===== src/rtl/car_pkg.sv =====
// Package with the shared types, codes and constants of the cumulative-ACK receiver.
`default_nettype none

package car_pkg;

    localparam int CAR_MAX_PAYLOAD   = 1016;
    localparam int CAR_QUEUE_DEPTH   = 4;
    localparam logic [15:0] CAR_TIMEOUT_RESET = 16'd1000;

    localparam logic [1:0] KIND_ACK     = 2'd0;
    localparam logic [1:0] KIND_REQ     = 2'd1;
    localparam logic [1:0] KIND_DELIVER = 2'd2;
    localparam logic [1:0] KIND_DONE    = 2'd3;

    localparam logic REQ_TYPE_PKT  = 1'b0;
    localparam logic REQ_TYPE_TICK = 1'b1;

    typedef enum logic [1:0] {
        MODE_RECV  = 2'd0,
        MODE_FINAL = 2'd1,
        MODE_DONE  = 2'd2
    } mode_t;

    // One command covers every result that one input word causes.
    typedef enum logic [2:0] {
        CMD_REQ      = 3'd0,
        CMD_ACK      = 3'd1,
        CMD_ACK_FIN  = 3'd2,
        CMD_DATA     = 3'd3,
        CMD_DATA_FIN = 3'd4,
        CMD_DONE     = 3'd5
    } cmd_kind_t;

    typedef struct packed {
        logic        req_type;
        logic [7:0]  pkt_req;
        logic [7:0]  pkt_fin;
        logic [9:0]  pkt_len;
        logic [31:0] pkt_seq;
        logic        pkt_corrupt;
    } car_in_t;

    typedef struct packed {
        logic [1:0]  out_kind;
        logic [31:0] ack_seq;
        logic        ack_fin;
        logic [9:0]  deliver_len;
        logic        last;
    } car_out_t;

    typedef struct packed {
        cmd_kind_t   kind;
        logic [31:0] seq;
        logic [9:0]  len;
    } car_cmd_t;

endpackage

`default_nettype wire


===== src/rtl/car_front.sv =====
// Front end: accepts input words, keeps the protocol state and issues commands.
`default_nettype none

module car_front #(
    parameter int MAX_PAYLOAD = car_pkg::CAR_MAX_PAYLOAD
) (
    input  wire logic             clk,
    input  wire logic             rst_n,
    input  wire logic             cfg_we,
    input  wire logic [15:0]      cfg_wdata,
    input  wire logic             in_valid,
    output logic                  in_ready,
    input  wire car_pkg::car_in_t in_word,
    input  wire logic             q_full,
    output logic                  push,
    output car_pkg::car_cmd_t     push_cmd
);
    import car_pkg::*;

    localparam logic [15:0] MAX_LEN16 = 16'(MAX_PAYLOAD);

    mode_t       mode_reg, mode_next;
    logic [31:0] exp_reg, exp_next;
    logic [15:0] tick_reg, tick_next;
    logic [15:0] timeout_reg;

    logic        accept;
    logic [15:0] tick_inc;
    logic [15:0] limit;
    logic [9:0]  len_clamped;
    logic [31:0] exp_adv;

    assign in_ready = !q_full;
    assign accept   = in_valid && in_ready;
    assign tick_inc = tick_reg + 16'd1;
    assign limit    = (timeout_reg == 16'd0) ? 16'd1 : timeout_reg;
    assign len_clamped = ({6'd0, in_word.pkt_len} > MAX_LEN16) ? MAX_LEN16[9:0]
                                                               : in_word.pkt_len;
    assign exp_adv  = exp_reg + {22'd0, len_clamped};

    always_ff @(posedge clk or negedge rst_n)
    begin
        if (!rst_n)
        begin
            timeout_reg <= CAR_TIMEOUT_RESET;
        end
        else if (cfg_we)
        begin
            timeout_reg <= cfg_wdata;
        end
    end

    always_ff @(posedge clk or negedge rst_n)
    begin
        if (!rst_n)
        begin
            mode_reg <= MODE_RECV;
            exp_reg  <= 32'd0;
            tick_reg <= 16'd0;
        end
        else
        begin
            mode_reg <= mode_next;
            exp_reg  <= exp_next;
            tick_reg <= tick_next;
        end
    end

    always_comb
    begin
        mode_next     = mode_reg;
        exp_next      = exp_reg;
        tick_next     = tick_reg;
        push          = 1'b0;
        push_cmd.kind = CMD_ACK;
        push_cmd.seq  = exp_reg;
        push_cmd.len  = 10'd0;
        if (accept && (mode_reg == MODE_RECV || mode_reg == MODE_FINAL))
        begin
            if (in_word.req_type == REQ_TYPE_TICK)
            begin
                if (tick_inc < limit)
                begin
                    tick_next = tick_inc;
                end
                else
                begin
                    tick_next = 16'd0;
                    push      = 1'b1;
                    if (exp_reg == 32'd0)
                    begin
                        push_cmd.kind = CMD_REQ;
                        push_cmd.seq  = 32'd0;
                    end
                    else if (mode_reg == MODE_FINAL)
                    begin
                        push_cmd.kind = CMD_ACK_FIN;
                    end
                end
            end
            else if (!in_word.pkt_corrupt)
            begin
                if (mode_reg == MODE_FINAL)
                begin
                    if (in_word.pkt_req == 8'd1)
                    begin
                        mode_next     = MODE_DONE;
                        push          = 1'b1;
                        push_cmd.kind = CMD_DONE;
                        push_cmd.seq  = 32'd0;
                    end
                end
                else if (in_word.pkt_seq > exp_reg)
                begin
                    tick_next = 16'd0;
                    push      = 1'b1;
                end
                else if (in_word.pkt_seq == exp_reg)
                begin
                    tick_next     = 16'd0;
                    exp_next      = exp_adv;
                    push          = 1'b1;
                    push_cmd.seq  = exp_adv;
                    push_cmd.len  = len_clamped;
                    if (in_word.pkt_fin == 8'd1)
                    begin
                        push_cmd.kind = CMD_DATA_FIN;
                        mode_next     = MODE_FINAL;
                    end
                    else
                    begin
                        push_cmd.kind = CMD_DATA;
                    end
                end
            end
        end
    end

    a_push_on_accept: assert property (@(posedge clk) disable iff (!rst_n)
        push |-> accept)
        else $error("command issued without an accepted word");
    a_done_sticky: assert property (@(posedge clk) disable iff (!rst_n)
        (mode_reg == MODE_DONE) |=> (mode_reg == MODE_DONE))
        else $error("left done mode");
    a_no_return_recv: assert property (@(posedge clk) disable iff (!rst_n)
        (mode_reg != MODE_RECV) |=> (mode_reg != MODE_RECV))
        else $error("returned to receiving mode");

endmodule

`default_nettype wire


===== src/rtl/car_queue.sv =====
// Short command queue between the front end and the result sequencer.
`default_nettype none

module car_queue #(
    parameter int DEPTH = car_pkg::CAR_QUEUE_DEPTH
) (
    input  wire logic              clk,
    input  wire logic              rst_n,
    input  wire logic              push,
    input  wire car_pkg::car_cmd_t push_cmd,
    output logic                   full,
    input  wire logic              pop,
    output logic                   empty,
    output car_pkg::car_cmd_t      head
);
    import car_pkg::*;

    localparam int PTR_W = (DEPTH > 1) ? $clog2(DEPTH) : 1;
    localparam int CNT_W = $clog2(DEPTH + 1);
    localparam logic [PTR_W-1:0] PTR_LAST = PTR_W'(DEPTH - 1);
    localparam logic [CNT_W-1:0] CNT_FULL = CNT_W'(DEPTH);
    localparam logic [PTR_W-1:0] PTR_ONE  = PTR_W'(1);
    localparam logic [CNT_W-1:0] CNT_ONE  = CNT_W'(1);

    car_cmd_t         mem_reg [DEPTH];
    logic [PTR_W-1:0] wr_ptr_reg, wr_ptr_next;
    logic [PTR_W-1:0] rd_ptr_reg, rd_ptr_next;
    logic [CNT_W-1:0] count_reg, count_next;
    logic             do_push, do_pop;

    assign full    = (count_reg == CNT_FULL);
    assign empty   = (count_reg == '0);
    assign head    = mem_reg[rd_ptr_reg];
    assign do_push = push && !full;
    assign do_pop  = pop && !empty;

    always_comb
    begin
        wr_ptr_next = wr_ptr_reg;
        rd_ptr_next = rd_ptr_reg;
        count_next  = count_reg;
        if (do_push)
        begin
            wr_ptr_next = (wr_ptr_reg == PTR_LAST) ? '0 : wr_ptr_reg + PTR_ONE;
        end
        if (do_pop)
        begin
            rd_ptr_next = (rd_ptr_reg == PTR_LAST) ? '0 : rd_ptr_reg + PTR_ONE;
        end
        if (do_push && !do_pop)
        begin
            count_next = count_reg + CNT_ONE;
        end
        else if (do_pop && !do_push)
        begin
            count_next = count_reg - CNT_ONE;
        end
    end

    always_ff @(posedge clk or negedge rst_n)
    begin
        if (!rst_n)
        begin
            wr_ptr_reg <= '0;
            rd_ptr_reg <= '0;
            count_reg  <= '0;
        end
        else
        begin
            wr_ptr_reg <= wr_ptr_next;
            rd_ptr_reg <= rd_ptr_next;
            count_reg  <= count_next;
        end
    end

    always_ff @(posedge clk)
    begin
        if (do_push)
        begin
            mem_reg[wr_ptr_reg] <= push_cmd;
        end
    end

    a_no_overflow: assert property (@(posedge clk) disable iff (!rst_n)
        push |-> !full)
        else $error("push into a full queue");
    a_no_underflow: assert property (@(posedge clk) disable iff (!rst_n)
        pop |-> !empty)
        else $error("pop from an empty queue");
    a_count_up: assert property (@(posedge clk) disable iff (!rst_n)
        (do_push && !do_pop) |=> (count_reg == $past(count_reg) + CNT_ONE))
        else $error("queue count did not advance on push");

endmodule

`default_nettype wire


===== src/rtl/car_back.sv =====
// Back end: expands each queued command into result words, one per cycle while out_ready does not stall the output.
`default_nettype none

module car_back (
    input  wire logic              clk,
    input  wire logic              rst_n,
    input  wire logic              empty,
    input  wire car_pkg::car_cmd_t head,
    output logic                   pop,
    output logic                   out_valid,
    input  wire logic              out_ready,
    output car_pkg::car_out_t      out_word
);
    import car_pkg::*;

    logic       out_valid_reg;
    car_out_t   out_reg;
    logic [1:0] idx_reg, idx_next;
    logic       load;
    car_out_t   res;

    assign out_valid = out_valid_reg;
    assign out_word  = out_reg;
    assign load      = (!out_valid_reg || out_ready) && !empty;
    assign pop       = load && res.last;

    always_comb
    begin
        res.out_kind    = KIND_ACK;
        res.ack_seq     = head.seq;
        res.ack_fin     = 1'b0;
        res.deliver_len = 10'd0;
        res.last        = 1'b1;
        unique case (head.kind)
            CMD_REQ:
            begin
                res.out_kind = KIND_REQ;
                res.ack_seq  = 32'd0;
            end
            CMD_ACK:
            begin
            end
            CMD_ACK_FIN:
            begin
                res.ack_fin = (idx_reg != 2'd0);
                res.last    = (idx_reg != 2'd0);
            end
            CMD_DATA, CMD_DATA_FIN:
            begin
                if (idx_reg == 2'd0)
                begin
                    res.out_kind    = KIND_DELIVER;
                    res.ack_seq     = 32'd0;
                    res.deliver_len = head.len;
                    res.last        = 1'b0;
                end
                else if (idx_reg == 2'd1)
                begin
                    res.last = (head.kind == CMD_DATA);
                end
                else
                begin
                    res.ack_fin = 1'b1;
                end
            end
            CMD_DONE:
            begin
                res.out_kind = KIND_DONE;
                res.ack_seq  = 32'd0;
            end
            default:
            begin
            end
        endcase
    end

    always_comb
    begin
        idx_next = idx_reg;
        if (load)
        begin
            idx_next = res.last ? 2'd0 : idx_reg + 2'd1;
        end
    end

    always_ff @(posedge clk or negedge rst_n)
    begin
        if (!rst_n)
        begin
            out_valid_reg <= 1'b0;
            idx_reg       <= 2'd0;
        end
        else
        begin
            idx_reg <= idx_next;
            if (!out_valid_reg || out_ready)
            begin
                out_valid_reg <= !empty;
            end
        end
    end

    always_ff @(posedge clk)
    begin
        if (load)
        begin
            out_reg <= res;
        end
    end

    a_deliver_not_last: assert property (@(posedge clk) disable iff (!rst_n)
        (out_valid_reg && out_reg.out_kind == KIND_DELIVER) |-> !out_reg.last)
        else $error("deliver word marked last");
    a_fin_is_last: assert property (@(posedge clk) disable iff (!rst_n)
        (out_valid_reg && out_reg.ack_fin) |-> out_reg.last)
        else $error("FIN-ACK not the final word");
    a_idx_bound: assert property (@(posedge clk) disable iff (!rst_n)
        (idx_reg != 2'd0) |-> (head.kind == CMD_ACK_FIN || head.kind == CMD_DATA
                               || head.kind == CMD_DATA_FIN) && !empty)
        else $error("result index active on a single-word command");

endmodule

`default_nettype wire


===== src/rtl/cumulative_ack_receiver_core.sv =====
// Top level of the cumulative-ACK receiver: front end, command queue and back end.
//
// Input channel in_valid/in_ready/in_word carries one word per received packet
// header or timer tick. Output channel out_valid/out_ready/out_word carries the
// result words (ACK, resent request, deliver, done), each with last set on the
// final word caused by one input word. cfg_we/cfg_wdata write timeout_ticks.
// An accepted input word's command is written into the queue at the edge that
// accepts the word; the back end then registers each result word from the queue
// head into the output register. Throughput: the front end takes one input word
// per cycle while the command queue has room; the back end emits one result word
// per cycle while out_ready does not stall it. An in-order data packet produces
// two result words (deliver, ACK), or three with FIN set (deliver, ACK, FIN-ACK).
// Reset clears the mode to receiving, the expected sequence and tick counter to
// zero, timeout_ticks to 1000, and empties the queue and output register.
// When the receiver stalls out_ready, the output word holds, the queue fills,
// and in_ready drops once the queue is full; words that cause no result still
// need in_ready, since they pass through the front end's state update.
`default_nettype none

module cumulative_ack_receiver_core #(
    parameter int MAX_PAYLOAD = car_pkg::CAR_MAX_PAYLOAD,
    parameter int QUEUE_DEPTH = car_pkg::CAR_QUEUE_DEPTH
) (
    input  wire logic             clk,
    input  wire logic             rst_n,
    input  wire logic             cfg_we,
    input  wire logic [15:0]      cfg_wdata,
    input  wire logic             in_valid,
    output logic                  in_ready,
    input  wire car_pkg::car_in_t in_word,
    output logic                  out_valid,
    input  wire logic             out_ready,
    output car_pkg::car_out_t     out_word
);
    import car_pkg::*;

    // Commands flow from the front end into the queue and out to the back end.
    logic     q_full;
    logic     q_empty;
    logic     q_push;
    logic     q_pop;
    car_cmd_t q_push_cmd;
    car_cmd_t q_head;

    car_front #(
        .MAX_PAYLOAD (MAX_PAYLOAD)
    ) u_front (
        .clk       (clk),
        .rst_n     (rst_n),
        .cfg_we    (cfg_we),
        .cfg_wdata (cfg_wdata),
        .in_valid  (in_valid),
        .in_ready  (in_ready),
        .in_word   (in_word),
        .q_full    (q_full),
        .push      (q_push),
        .push_cmd  (q_push_cmd)
    );

    car_queue #(
        .DEPTH (QUEUE_DEPTH)
    ) u_queue (
        .clk      (clk),
        .rst_n    (rst_n),
        .push     (q_push),
        .push_cmd (q_push_cmd),
        .full     (q_full),
        .pop      (q_pop),
        .empty    (q_empty),
        .head     (q_head)
    );

    car_back u_back (
        .clk       (clk),
        .rst_n     (rst_n),
        .empty     (q_empty),
        .head      (q_head),
        .pop       (q_pop),
        .out_valid (out_valid),
        .out_ready (out_ready),
        .out_word  (out_word)
    );

endmodule

`default_nettype wire

===== config.mk =====
export PLATFORM = sky130hd
export DESIGN_NAME = cumulative_ack_receiver_core
export DESIGN_NICKNAME = d
export VERILOG_FILES = /design/src/rtl/car_pkg.sv /design/src/rtl/car_front.sv /design/src/rtl/car_queue.sv /design/src/rtl/car_back.sv /design/src/rtl/cumulative_ack_receiver_core.sv
export SDC_FILE = /design/constraint.sdc
export NUM_CORES = 1
export LEC_CHECK = 0
export ABC_AREA = 1
export BUFFER_PORTS_ARGS = -buffer_cell sky130_fd_sc_hd__buf_2
export CAP_MARGIN = 20
export CORE_UTILIZATION = 45
export CTS_CLUSTER_SIZE = 16
export DETAILED_ROUTE_END_ITERATION = 7
export PLACE_DENSITY = 0.65
export SLEW_MARGIN = 0
export SYNTH_ARGS = -nofsm -noshare
export SYNTH_HDL_FRONTEND = slang
export SYNTH_SLANG_ARGS = --single-unit

===== constraint.sdc =====
create_clock -name clk -period 4.5 [get_ports clk]
set_input_delay 0 -clock clk [delete_from_list [all_inputs] [get_ports clk]]
set_output_delay 0 -clock clk [all_outputs]
set_load 0.005 [all_outputs]

* Word-level counts from Yosys, hierarchy flattened
Memory sizes are Yosys's and may differ from the RTL's. Index checks and enable logic that the tools add are counted.
Word-level totals: flip-flop bits (word level) 122, memories kept 1, bits in writable memories 180, logic and storage cells 126
Memory list:
- u_queue.mem_reg | depth 4, width 45, read ports 1, clocked after Yosys merged registers in 0, write ports 1, line car_queue.sv:25 | car_cmd_t mem_reg [DEPTH];
Operators by class: reductions and logical operators 31, order comparisons 3, equal/unequal tests 16, muxes and demuxes 50, bitwise gates (word level) 4, $add $sub $neg 7
Operators with widths (count):
- $mux 45 | 4
- $mux 35 | 4
- $mux 16 | 7
- $pmux 34 s3 | 1
- $mux 34 | 1
- $add 32x10->32 | 1
- $eq 32x32->1 | 1
- $gt 32x32->1 | 1
- $logic_not 32->1 | 1
- $mux 32 | 1
- $mux 10 | 3
- $mux 2 | 9
- $add 16x1->16 const B | 1
- $eq 8x1->1 const B | 2
- $logic_not 16->1 | 1
- $lt 16x16->1 | 1
- $mux 1 | 14
- $mux 3 | 4
- $gt 10x10->1 const B | 1
- $eq 3x3->1 const B | 3
- $logic_and 1x1->1 | 8
- $reduce_bool 2->1 | 4
- $reduce_and 7->1 | 1
- $add 2x1->2 const B | 3
- other kinds (18) | 34

* Depth between registers and ports, before layout
Gate-level depths: netlist (run 1).
depth in word-level cells 12, mapped depth 24, gate-level depth less buffers 24

* Modules after synthesis
Synthesis (run 1) repeated with hierarchy kept, for this count alone.
Unflattened totals: cells, all modules 1790, area, all modules 16499.6 µm²
By module, submodules not included:
- car_queue | area each 7711.1 µm², cells each 585, times used 1
- car_front | area each 6715.2 µm², cells each 1026, times used 1
- car_back | area each 2073.2 µm², cells each 179, times used 1

* Worst setup path before layout (run 1)
No wires, ideal clock.
path type register to register, start point reg u_front.tick_reg[0], end point mem u_queue.mem_reg[0][0] in the netlist's numbering (enable), buffers on the path 0, setup slack -0.219 ns, data required time 4.052 ns, data arrival time 4.271 ns, setup time 0.448 ns, cell stages (with the launch flop) 17, cell sequence dfrtp_1 -> ha_1 -> nand3_1 -> nor2_1 -> inv_1 -> nor2_1 -> inv_1 -> nor4_1 -> xor2_1 -> inv_1 -> ha_1 -> nand4_1 -> a31oi_1 -> a2111oi_0 -> nand3_1 -> nand3_1 -> nor2_1
Between the ends: longest elaborated chain between the ends 8
Ends and longest elaborated chain:
- start: declaration | line car_front.sv:24 | logic [15:0] tick_reg, tick_next;
- start signal: assignment | line car_front.sv:65 | tick_reg <= tick_next;
- $add 16x1->16 | line car_front.sv:35 | assign tick_inc = tick_reg + 16'd1;
- $lt 16x16->1 | line car_front.sv:82 | if (tick_inc < limit)
- $mux 1 | line car_front.sv:82
- $mux 1 | line car_front.sv:80 | if (in_word.req_type == REQ_TYPE_TICK)
- $mux 1 | line car_front.sv:78 | if (accept && (mode_reg == MODE_RECV || mode_reg == MODE_FINAL))
- $logic_and 1x1->1 | line car_queue.sv:34 | assign do_push = push && !full;
- $mux 1 | line car_queue.sv:78 | if (do_push)
- $mux 1 (implied by the code) | line car_queue.sv:80 | mem_reg[wr_ptr_reg] <= push_cmd;
- end: declaration | line car_queue.sv:25
Every way passes these cells.

* Worst setup path after layout (run 1)
start point reg u_front.tick_reg[2], end point reg u_queue.count_reg[1]
Between the ends: elaborated cells between the ends (all ways) 11, those cells by class 1 x add/sub; 1 x order compare; 4 x mux; 5 x reduce/logical
RTL lines:
- $add 16x1->16 | line car_front.sv:35
- $lt 16x16->1 | line car_front.sv:82
- $mux 1 | line car_front.sv:82
- $mux 1 | line car_front.sv:80
- $mux 1 | line car_front.sv:78
- $logic_and 1x1->1 | line car_queue.sv:34
- net u_queue.do_push | line car_queue.sv:29 | logic do_push, do_pop;
- $logic_and 1x1->1 | line car_queue.sv:50 | if (do_push && !do_pop)
- $mux 3 | line car_queue.sv:50
- net u_queue.count_next[1] | line car_queue.sv:28 | logic [CNT_W-1:0] count_reg, count_next;
- end signal: assignment | line car_queue.sv:72 | count_reg <= count_next;
- end: declaration | line car_queue.sv:28
The timed path passes the listed nets, and every way through them passes these cells. A chain may end at the register's enable or synchronous reset.

==> impl_metrics.json, run 1 <==
{
  "status": "complete, no violations",
  "clk_pin_slew_ns": 0.06,
  "crit_type": "reg -> reg",
  "finalWirelength_um": 40200,
  "drive_above_1_share_pct": 11.8,
  "cts.sinks": 302,
  "gp_congestion": 0.917,
  "path_buf_inv": 2,
  "tns_ns": 0,
  "ant_nets": 0,
  "hold_depth": 8,
  "drtIter0Drc": 1058,
  "hold_ws_ns": 0.0360,
  "core_area_um2": 34500,
  "rsz0062_at_grt": "no",
  "fmax_mhz": 245,
  "crit_top_cell": "nand2_1",
  "setup_viol": 0,
  "dieWidth_um": 189,
  "start_kind": "flop",
  "cts_tree": "built",
  "slew_headroom_pct": 34.7,
  "cp-startpoint": "u_front.tick_reg[2]",
  "hold_viol": 0,
  "synthFlopType": "edfxtp_1",
  "synthAdderAreaFrac_pct": 5.50,
  "yosysTopAreaCell": "edfxtp_1",
  "synth_top_area_share_pct": 43.1,
  "post-route-drc-count": 0,
  "arrival_ns": 4.53,
  "antenna_found_initial": 0,
  "initial_core_util_pct": 45.7,
  "synthXorXnorAreaFrac_pct": 1.45,
  "grt-ovfl-total": 0,
  "grt_pass1_wl_um": 63200,
  "p_leak_nw": 7.38,
  "n_antenna_cell": 0,
  "cp_top_family": "simple AND/OR/NAND/NOR gates",
  "synth_edf_count": 226,
  "worstHoldStart": "in_word[56]",
  "ys_ff_latch": 302,
  "fin_worst_skew_ns": 0.0129,
  "drt_pass1_iterations": 5,
  "grt_max_degree": 72,
  "synth_top_family_by_area": "simple AND/OR/NAND/NOR gates",
  "fin_crit_ns": 4.08,
  "cts_buffer_depth": 3,
  "grt_pass1_vias": 11800,
  "ys_warn_count": 0,
  "crit_path_max_incr_delay_ns": 0.47,
  "die_h_um": 189,
  "synth-simple-area-share_pct": 21.9,
  "hold_class": "in -> reg",
  "cap_violations": 0,
  "wire_per_inst_um": 16.8,
  "r2r_start": "u_front.tick_reg[2]",
  "power_mw": 8.15,
  "htree_levels": 1,
  "crit_slowest_cell": "a2111oi_0",
  "async_flop_share_pct": 25.2,
  "ios": 129,
  "nets": 2068,
  "ir_worst_vdd_uv": 370,
  "worstPathRequired_ns": 4.95,
  "holdPathEnd": "u_front.mode_reg[1]",
  "worstPathMaxFanout": 4,
  "synth_nets": 1911,
  "vias": 12800,
  "cts_root_buf": "clkbuf_16",
  "synthCells": 1762,
  "grt_util_all_layers_pct": 22.3,
  "synth_compound_area_share_pct": 9.76,
  "fin_crit_sh_pct": 90.6,
  "clk_latency_ns": 0.58,
  "avgViaCountPerCell": 5.33,
  "cp-end-kind": "flop",
  "path_cells": "nand2_1, nor2_1, nand4_1, nor3_1, nand2_1, nor3_1, xor2_1, ha_1, nand2_1, nor2_1, a2111oi_0, nand3_1, nand3_1, inv_1, ha_1, inv_1, fa_1, mux2_2",
  "hpwl_um": 26300,
  "avgSynthCellArea_um2": 8.94,
  "synthTopCellsByCount": "nand2_1, nor2_1, edfxtp_1",
  "ys_seq_area_share_pct": 55.2,
  "synth_mux_area_share_pct": 0.0715,
  "fillers": 3118,
  "rrSetupSlack_ns": 0.42,
  "tightest_slew_ns": 0.974,
  "synth_cell_types": 48,
  "cts_resized": 0,
  "p_per_area_nw_per_um2": 441,
  "areaGrowthSynthToFinish_pct": 17.3,
  "rows": 68,
  "rr_worst_depth": 18,
  "maxSlewViolCount": 0,
  "synth_area_leaders": "edfxtp_1, dfrtp_1, nand2_1",
  "syn_area_um2": 15700,
  "io_buffers": 128,
  "dieArea_um2": 35700,
  "largest_reg_flops": 180,
  "reg2reg_to": "u_queue.count_reg[1]",
  "cts-buffers-inserted": 31,
  "synth_most_common_cell": "nand2_1"
}
## worst max path at each step
stage	end	slack, ns	depth (start not counted)
4_1_cts	u_queue.count_reg[1]	0.42	20
5_1_grt	u_queue.count_reg[1]	0.07	20
2_1_floorplan	u_queue.mem_reg[0][0]	-0.22	16
3_3_place_gp	u_queue.count_reg[1]	0.54	20
3_5_place_dp	u_queue.count_reg[1]	0.43	20
6_report	u_queue.count_reg[1]	0.42	18
## routing by layer
metal,wire length [µm],part of all wire [%],track usage [%]
met1,18200,45,32.1
met2,18600,46,35.8
met3,2700,6.7,2.95
met4,751,1.9,5.68
met5,0,0,0
## kinds of logic after synthesis
logic type,Yosys count
buffers and inverters,241
flip-flops,302
AND/OR/NAND/NOR,839
AO/OA/AOI/OAI,285
XOR/XNOR,26
adder cells (fa/ha/maj),68
multiplexers,1
## worst reg2reg max path: stages, from the launching register on
cell       delay [ns]
dfrtp_1          0.42
nand2_1          0.08
nor2_1           0.18
nand4_1          0.19
nor3_1           0.24
nand2_1          0.12
nor3_1           0.22
xor2_1           0.26
ha_1             0.31
nand2_1          0.09
nor2_1           0.05
a2111oi_0        0.47
nand3_1          0.21
nand3_1          0.15
inv_1            0.06
ha_1             0.17
inv_1            0.10
fa_1             0.41
mux2_2           0.26
## metrics by stage
stage          utilization [%]  instance area, µm²  worst slack (ns)  cells
5_1_grt                   53.6               18500            0.0673   2397
4_1_cts                   53.6               18500             0.421   2397
3_3_place_gp              48.8               16800             0.541   2278
6_report                  53.6               18500             0.421   2397
2_1_floorplan                -               15700            -0.219   1762
3_5_place_dp              48.8               16800             0.428   2278
## cell type report
cell class	instances	area, µm²	share of cell area (%)
flip-flops and latches	302	8700	47.1
multi-input cells	1219	6130	33.2
repair buffers	211	1470	7.98
clock buffers	42	847	4.58
inverters	154	578	3.13
well taps	455	569	3.08
clock inverters	14	181	0.982
## power breakdown
group	internal (mW)	total, mW	switching, mW
Combinational	0.677	2.04	1.36
Sequential	3.40	3.52	0.113
Clock	1.54	2.60	1.06
## cells in the final DEF, fill, tap and decap left out, types with 4 or more instances in the layout
cell and n:
nor2_4 6, o22ai_1 9, nor2_1 248, edfxtp_1 226, buf_2 127, dfrtp_1 69
clkbuf_16 31, o21ai_0 157, nand2_1 427, bufinv_16 4, dlygate4sd3_1 63, xor2_1 22
ha_1 66, a21oi_1 71, nor4_1 13, nor3_1 19, inv_2 11, clkbuf_1 8
a31oi_1 4, nand3_1 79, inv_1 142, clkinv_1 6, a41oi_1 7, o211ai_1 4
buf_4 17, xnor2_1 4, o21ai_1 17, dfstp_2 6, buf_12 4, nand4_1 34
## repair_timing
action	4_1_cts	5_1_grt
setup buffers	0	0
hold buffers	63	0
hold endpoints to repair	133	0
Note: power is estimated with default switching activity, not from simulation.
==> run 2: changes to the inputs <==
- CORE_UTILIZATION: 45 -> 55
- PLACE_DENSITY: 0.65 -> 0.77
- RECOVER_POWER: unset -> 100
==> impl_metrics.json, run 2 (synthesis gave the netlist of run 1 again) <==
{
  "status": "finished with violations",
  "violations": "capacitance limit, slew limit",
  "grt_util_all_layers_pct": 28.0,
  "core_area_um2": 28000,
  "crit_path_max_incr_delay_ns": 0.91,
  "grt_max_degree": 77,
  "ant_nets": 0,
  "fillers": 2202,
  "drive_above_1_share_pct": 9.33,
  "rsz0062_at_grt": "no",
  "avgViaCountPerCell": 5.68,
  "worstPathRequired_ns": 4.75,
  "antenna_found_initial": 0,
  "areaGrowthSynthToFinish_pct": 15.9,
  "place_inst": 2200,
  "fin_crit_ns": 4.15,
  "p_leak_nw": 7.23,
  "hold_class": "in -> reg",
  "cap_violations": 2,
  "htree_levels": 1,
  "drt_pass1_iterations": 6,
  "hpwl_um": 25500,
  "drtIter0Drc": 1445,
  "n_antenna_cell": 0,
  "stdcell_count": 2318,
  "grt_pass1_vias": 12300,
  "initial_core_util_pct": 56.2,
  "path_buf_inv": 4,
  "cts_tree": "built",
  "clk_latency_ns": 0.57,
  "final_common_cell": "nand2_1",
  "fin_worst_skew_ns": 0.0302,
  "cp_top_family": "buffers and inverters",
  "setup_viol": 0,
  "grt-ovfl-total": 0,
  "layout_common_cells": "nand2_1, nor2_1, edfxtp_1",
  "maxSlewViolCount": 123,
  "arrival_ns": 4.40,
  "die_h_um": 171,
  "fin_crit_sh_pct": 92.3,
  "vias": 13200,
  "cp-end-kind": "flop",
  "postLayoutCoreUtil_pct": 65.2,
  "tightest_slew_ns": 2.70,
  "crit_type": "reg -> reg",
  "cts-buffers-inserted": 30,
  "largest_reg_flops": 180,
  "gp_congestion": 0.956,
  "nets": 2065,
  "ir_worst_vdd_uv": 356,
  "crit_slowest_cell": "clkbuf_1",
  "slew_headroom_pct": -79.7,
  "place_ws_ns": 0.478,
  "hold_viol": 0,
  "finalWirelength_um": 40200,
  "cts_root_buf": "clkbuf_16",
  "grt_pass1_wl_um": 64200,
  "worstPathMaxFanout": 26,
  "dieArea_um2": 29300,
  "finalWorstSetupSlack_ns": 0.349,
  "p_per_area_nw_per_um2": 447,
  "cts.sinks": 302,
  "start_kind": "flop",
  "ios": 129,
  "fmax_mhz": 241,
  "tns_ns": 0,
  "wire_per_inst_um": 17.4,
  "clk_pin_slew_ns": 0.06,
  "post-route-drc-count": 0,
  "post-cts-setup-buffers": 0,
  "cts_buffer_depth": 3,
  "rows": 61,
  "dieWidth_um": 171,
  "path_cells": "nor3_1, inv_1, nand3_1, clkbuf_1, clkinv_1, nand2_1, nor2_1, inv_1, nor2_1",
  "io_buffers": 128
}
## run 2: what timing repair did
item                                   4_1_cts  5_1_grt
gates resized for setup                      0        1
hold buffers                                60        1
endpoints found under the hold margin      132        7
setup endpoints to repair                    0        1
## run 2: worst reg2reg max path, stage by stage, from the launching register on
cell	delay, ns
dfrtp_1	0.44
nor3_1	0.23
inv_1	0.08
nand3_1	0.06
clkbuf_1	0.91
clkinv_1	0.41
nand2_1	0.49
nor2_1	0.31
inv_1	0.66
nor2_1	0.27
## run 2: worst paths after layout
path / cells after the start / from / to / slack [ns]
setup / recovery: 9 / u_queue.count_reg[0] / u_queue.mem_reg[1][8] / 0.35
hold / removal: 2 / cfg_we / u_front.timeout_reg[1] / 0.04
setup reg to reg: 9 / u_queue.count_reg[0] / u_queue.mem_reg[1][8] / 0.35
hold reg to reg: 2 / u_front.mode_reg[1] / u_front.mode_reg[1] / 0.52
max in group asynchronous: 4 / rst_n / u_front.tick_reg[9] / 1.92
min in group asynchronous: 3 / rst_n / u_back.idx_reg[0] / 0.45
## run 2: final cells by class
class                      instances  area [µm²]  area share [%]
clock buffer                      33         762            4.17
clock inverter                    23         279            1.53
inverter                         154         578            3.17
multi-input combinational       1219        6120            33.5
sequential                       302        8700            47.6
tap                              378         473            2.59
timing repair buffer             209        1340            7.36
## run 2: where the power goes
| group | switching [mW] | internal (mW) | total (mW) |
|---|---|---|---|
| Sequential | 0.123 | 3.42 | 3.54 |
| Clock | 1.07 | 1.56 | 2.64 |
| Combinational | 1.34 | 0.629 | 1.97 |
| Total | 2.54 | 5.61 | 8.15 |
## run 2: per-stage QoR
step           power [mW]  area [µm²]  hold slack [ns]
6_report             8.15       18300           0.0362
5_1_grt              8.57       18300           0.0695
4_1_cts              8.20       18400          0.00529
3_5_place_dp         5.51       16700            0.215
3_3_place_gp         5.45       16700            0.207
2_1_floorplan        4.79       15700           -0.296
## run 2: layer usage
metal	GRT usage [%]	part of all wire (%)
met5	0	0
met4	8.58	2.6
met1	38.9	42
met2	46.4	47
met3	3.04	8.2
==> run 3: changes to the inputs <==
- ABC_AREA: 1 -> 0
- CORE_ASPECT_RATIO: unset -> 0.6
- CORE_UTILIZATION: 55 -> 54
- PLACE_DENSITY: 0.77 -> 0.76
==> impl_metrics.json, run 3 <==
{
  "status": "finished with violations",
  "violations": "capacitance limit, slew limit",
  "synth_edf_count": 226,
  "holdPathEnd": "u_queue.mem_reg[1][44]",
  "pwr-share-seq_pct": 45.8,
  "tightest_slew_ns": 1.60,
  "fmax_mhz": 227,
  "rows": 46,
  "final_common_cell": "edfxtp_1",
  "hpwl_um": 23900,
  "register_area_um2": 8700,
  "avgSynthCellArea_um2": 13.0,
  "arrival_ns": 4.61,
  "cts_root_buf": "clkbuf_16",
  "fin_worst_skew_ns": 0.0140,
  "io_buffers": 128,
  "cap_violations": 1,
  "nets": 1468,
  "maxSlewViolCount": 29,
  "synthTopCellsByCount": "edfxtp_1, nand2_1, o21ai_0",
  "cp-end-kind": "flop",
  "crit_type": "in -> reg",
  "rrSetupSlack_ns": 0.33,
  "p_clk_share_pct": 32.0,
  "start_kind": "input port",
  "fin_crit_ns": 4.41,
  "post-route-drc-count": 0,
  "syn_area_um2": 14500,
  "worstPathRequired_ns": 4.70,
  "dieArea_um2": 27600,
  "async_flop_share_pct": 25.2,
  "clk_pin_slew_ns": 0.07,
  "avgViaCountPerCell": 5.92,
  "p_leak_nw": 6.20,
  "hold_ws_ns": 0.0749,
  "dpl-instance-area_um2": 15600,
  "layout_common_cells": "edfxtp_1, nand2_1, buf_2",
  "grt_util_all_layers_pct": 26.7,
  "crit_slowest_cell": "o41ai_1",
  "wire_per_inst_um": 21.3,
  "synthCells": 1117,
  "die_h_um": 129,
  "path_buf_inv": 2,
  "slew_headroom_pct": -6.98,
  "synth_cell_types": 70,
  "antenna_found_initial": 1,
  "worstPathMaxFanout": 9,
  "reg2reg_to": "u_queue.count_reg[2]",
  "design_area_um2": 17200,
  "core_area_um2": 26400,
  "htree_levels": 1,
  "dieWidth_um": 214,
  "ys_seq_area_share_pct": 59.9,
  "ys_ff_latch": 302,
  "ant_nets": 0,
  "ys_warn_count": 0,
  "drt_pass1_iterations": 6,
  "worstHoldStart": "in_word[49]",
  "largest_reg_flops": 180,
  "crit_top_cell": "a21oi_1",
  "r2r_start": "u_front.tick_reg[2]",
  "synth_most_common_cell": "edfxtp_1",
  "fin_crit_sh_pct": 97.9,
  "grt_pass1_wl_um": 54800,
  "initial_core_util_pct": 54.9,
  "vias": 10100,
  "cts-buffers-inserted": 29,
  "synth_area_leaders": "edfxtp_1, dfrtp_1, mux4_2",
  "combPwrFrac_pct": 22.1,
  "hold_class": "in -> reg",
  "cts_buffer_depth": 3,
  "p_int_mw": 5.76,
  "grt_max_degree": 77,
  "gp_congestion": 1.00,
  "grt_pass1_vias": 9534,
  "yosysTopAreaCell": "edfxtp_1",
  "power.switching_mw": 2.25,
  "grt-ovfl-total": 0,
  "drive_above_1_share_pct": 16.9,
  "rr_worst_depth": 19,
  "cts_tree": "built",
  "fillers": 1928,
  "path_cells": "dlygate4sd3_1, clkbuf_1, nand4_1, nor3_1, nor2b_1, ha_1, a21oi_1, o21ai_0, a21oi_1, o211ai_1, and2_0, nand3_1, o41ai_1",
  "cp_top_family": "compound AO/OA/AOI/OAI gates",
  "areaGrowthSynthToFinish_pct": 18.3,
  "crit_path_max_incr_delay_ns": 0.89,
  "n_antenna_cell": 0,
  "p_per_area_nw_per_um2": 467,
  "drtIter0Drc": 1252,
  "setup_viol": 0,
  "hold_viol": 0,
  "ios": 129,
  "synth_top_area_share_pct": 46.8,
  "synth_nets": 1266,
  "hold_depth": 4,
  "clk_latency_ns": 0.56,
  "synthFlopType": "edfxtp_1",
  "finalWirelength_um": 36300,
  "ir_worst_vdd_uv": 341,
  "cts.sinks": 302,
  "swShare_pct": 28.1,
  "multi_input_area_um2": 5340
}
run 3: cell types whose count changed in the layout (fill, tap and decap cells not counted), sizes merged, moves of 54 or more:
| cell | before | now |
|---|---|---|
| nand3 | 79 | 20 |
| nand2 | 428 | 105 |
| inv | 154 | 66 |
| nor2b | 0 | 54 |
| nor2 | 257 | 51 |
| o21ai | 175 | 97 |
run 3: stage by stage:
stage / total power, mW / TNS, ns / util [%] / setup slack (ns) / instances
after floorplan: 4.91 / 0 / - / 0.333 / 1117
after global placement: 5.50 / 0 / 59.1 / 0.527 / 1580
after detailed placement: 5.55 / 0 / 59.1 / 0.322 / 1580
after CTS: 8.18 / 0 / 65.4 / 0.288 / 1700
after global routing: 8.41 / -0.00842 / 65.0 / -0.00842 / 1702
final: 8.01 / 0 / 65.0 / 0.0933 / 1702
run 3: cells by family after synthesis:
kind of cell	after synthesis	synth area share, %
AO/OA/AOI/OAI	183	7.38
XOR/XNOR	46	2.78
adder cells (fa/ha/maj)	68	5.97
buffers and inverters	106	2.97
flip-flops	302	59.9
multiplexers	52	7.53
AND/OR/NAND/NOR	360	13.5
run 3: timing repair:
| action | 4_1_cts | 5_1_grt |
|---|---|---|
| setup buffers | 0 | 0 |
| hold endpoints to repair | 136 | 23 |
| setup endpoints to repair | 0 | 53 |
| gates resized for setup | 0 | 2 |
| hold buffers | 66 | 1 |
run 3: cell type report:
type | count | area share, %
multi-input combinational | 709 | 31.1
sequential | 302 | 50.7
clock buffer | 35 | 4.42
timing repair buffer | 214 | 8.36
clock inverter | 19 | 1.48
tap | 360 | 2.62
inverter | 63 | 1.38
run 3: metal layers:
layer | track usage [%] | vias up | part of all wire, %
met5 | 0 | - | 0
met4 | 5.38 | 0 | 1.9
met3 | 6.37 | 72 | 11
met2 | 37.3 | 575 | 41
met1 | 42.1 | 4887 | 46
li1 | - | 4545 | -
run 3: worst max path at each step:
| stage | startpoint | to | slack, ns | cells after the start |
|---|---|---|---|---|
| floorplan | u_queue.count_reg[0] | u_queue.count_reg[1] | 0.33 | 7 |
| detailed placement | u_front.tick_reg[2] | u_queue.mem_reg[1][16] | 0.32 | 16 |
| CTS | u_front.tick_reg[2] | u_queue.mem_reg[2][16] | 0.29 | 16 |
| global placement | u_front.tick_reg[2] | u_queue.mem_reg[0][14] | 0.53 | 16 |
| global route | u_front.tick_reg[2] | u_queue.count_reg[2] | -0.008 | 19 |
| finish | in_word[41] | u_queue.mem_reg[0][22] | 0.09 | 13 |
run 3: worst reg2reg max path: cells and delay by family, from the launching register on:
family                   cells  cell delay, ns
AND/OR/NAND/NOR              8            1.45
adder cells (fa/ha/maj)      3            0.83
AO/OA/AOI/OAI                4            0.76
XOR/XNOR                     3            0.57
flip-flops                   1            0.42
buffers and inverters        1            0.06
run 3: power groups by stage:
| stage | Clock, mW | Sequential [mW] | Combinational (mW) |
|---|---|---|---|
| 3_3_place_gp | 0 | 3.72 | 1.79 |
| 4_1_cts | 2.61 | 3.67 | 1.90 |
| 5_1_grt | 2.71 | 3.72 | 1.97 |
| 6_report | 2.57 | 3.67 | 1.77 |
| 3_5_place_dp | 0 | 3.72 | 1.83 |
| 2_1_floorplan | 0 | 3.66 | 1.24 |
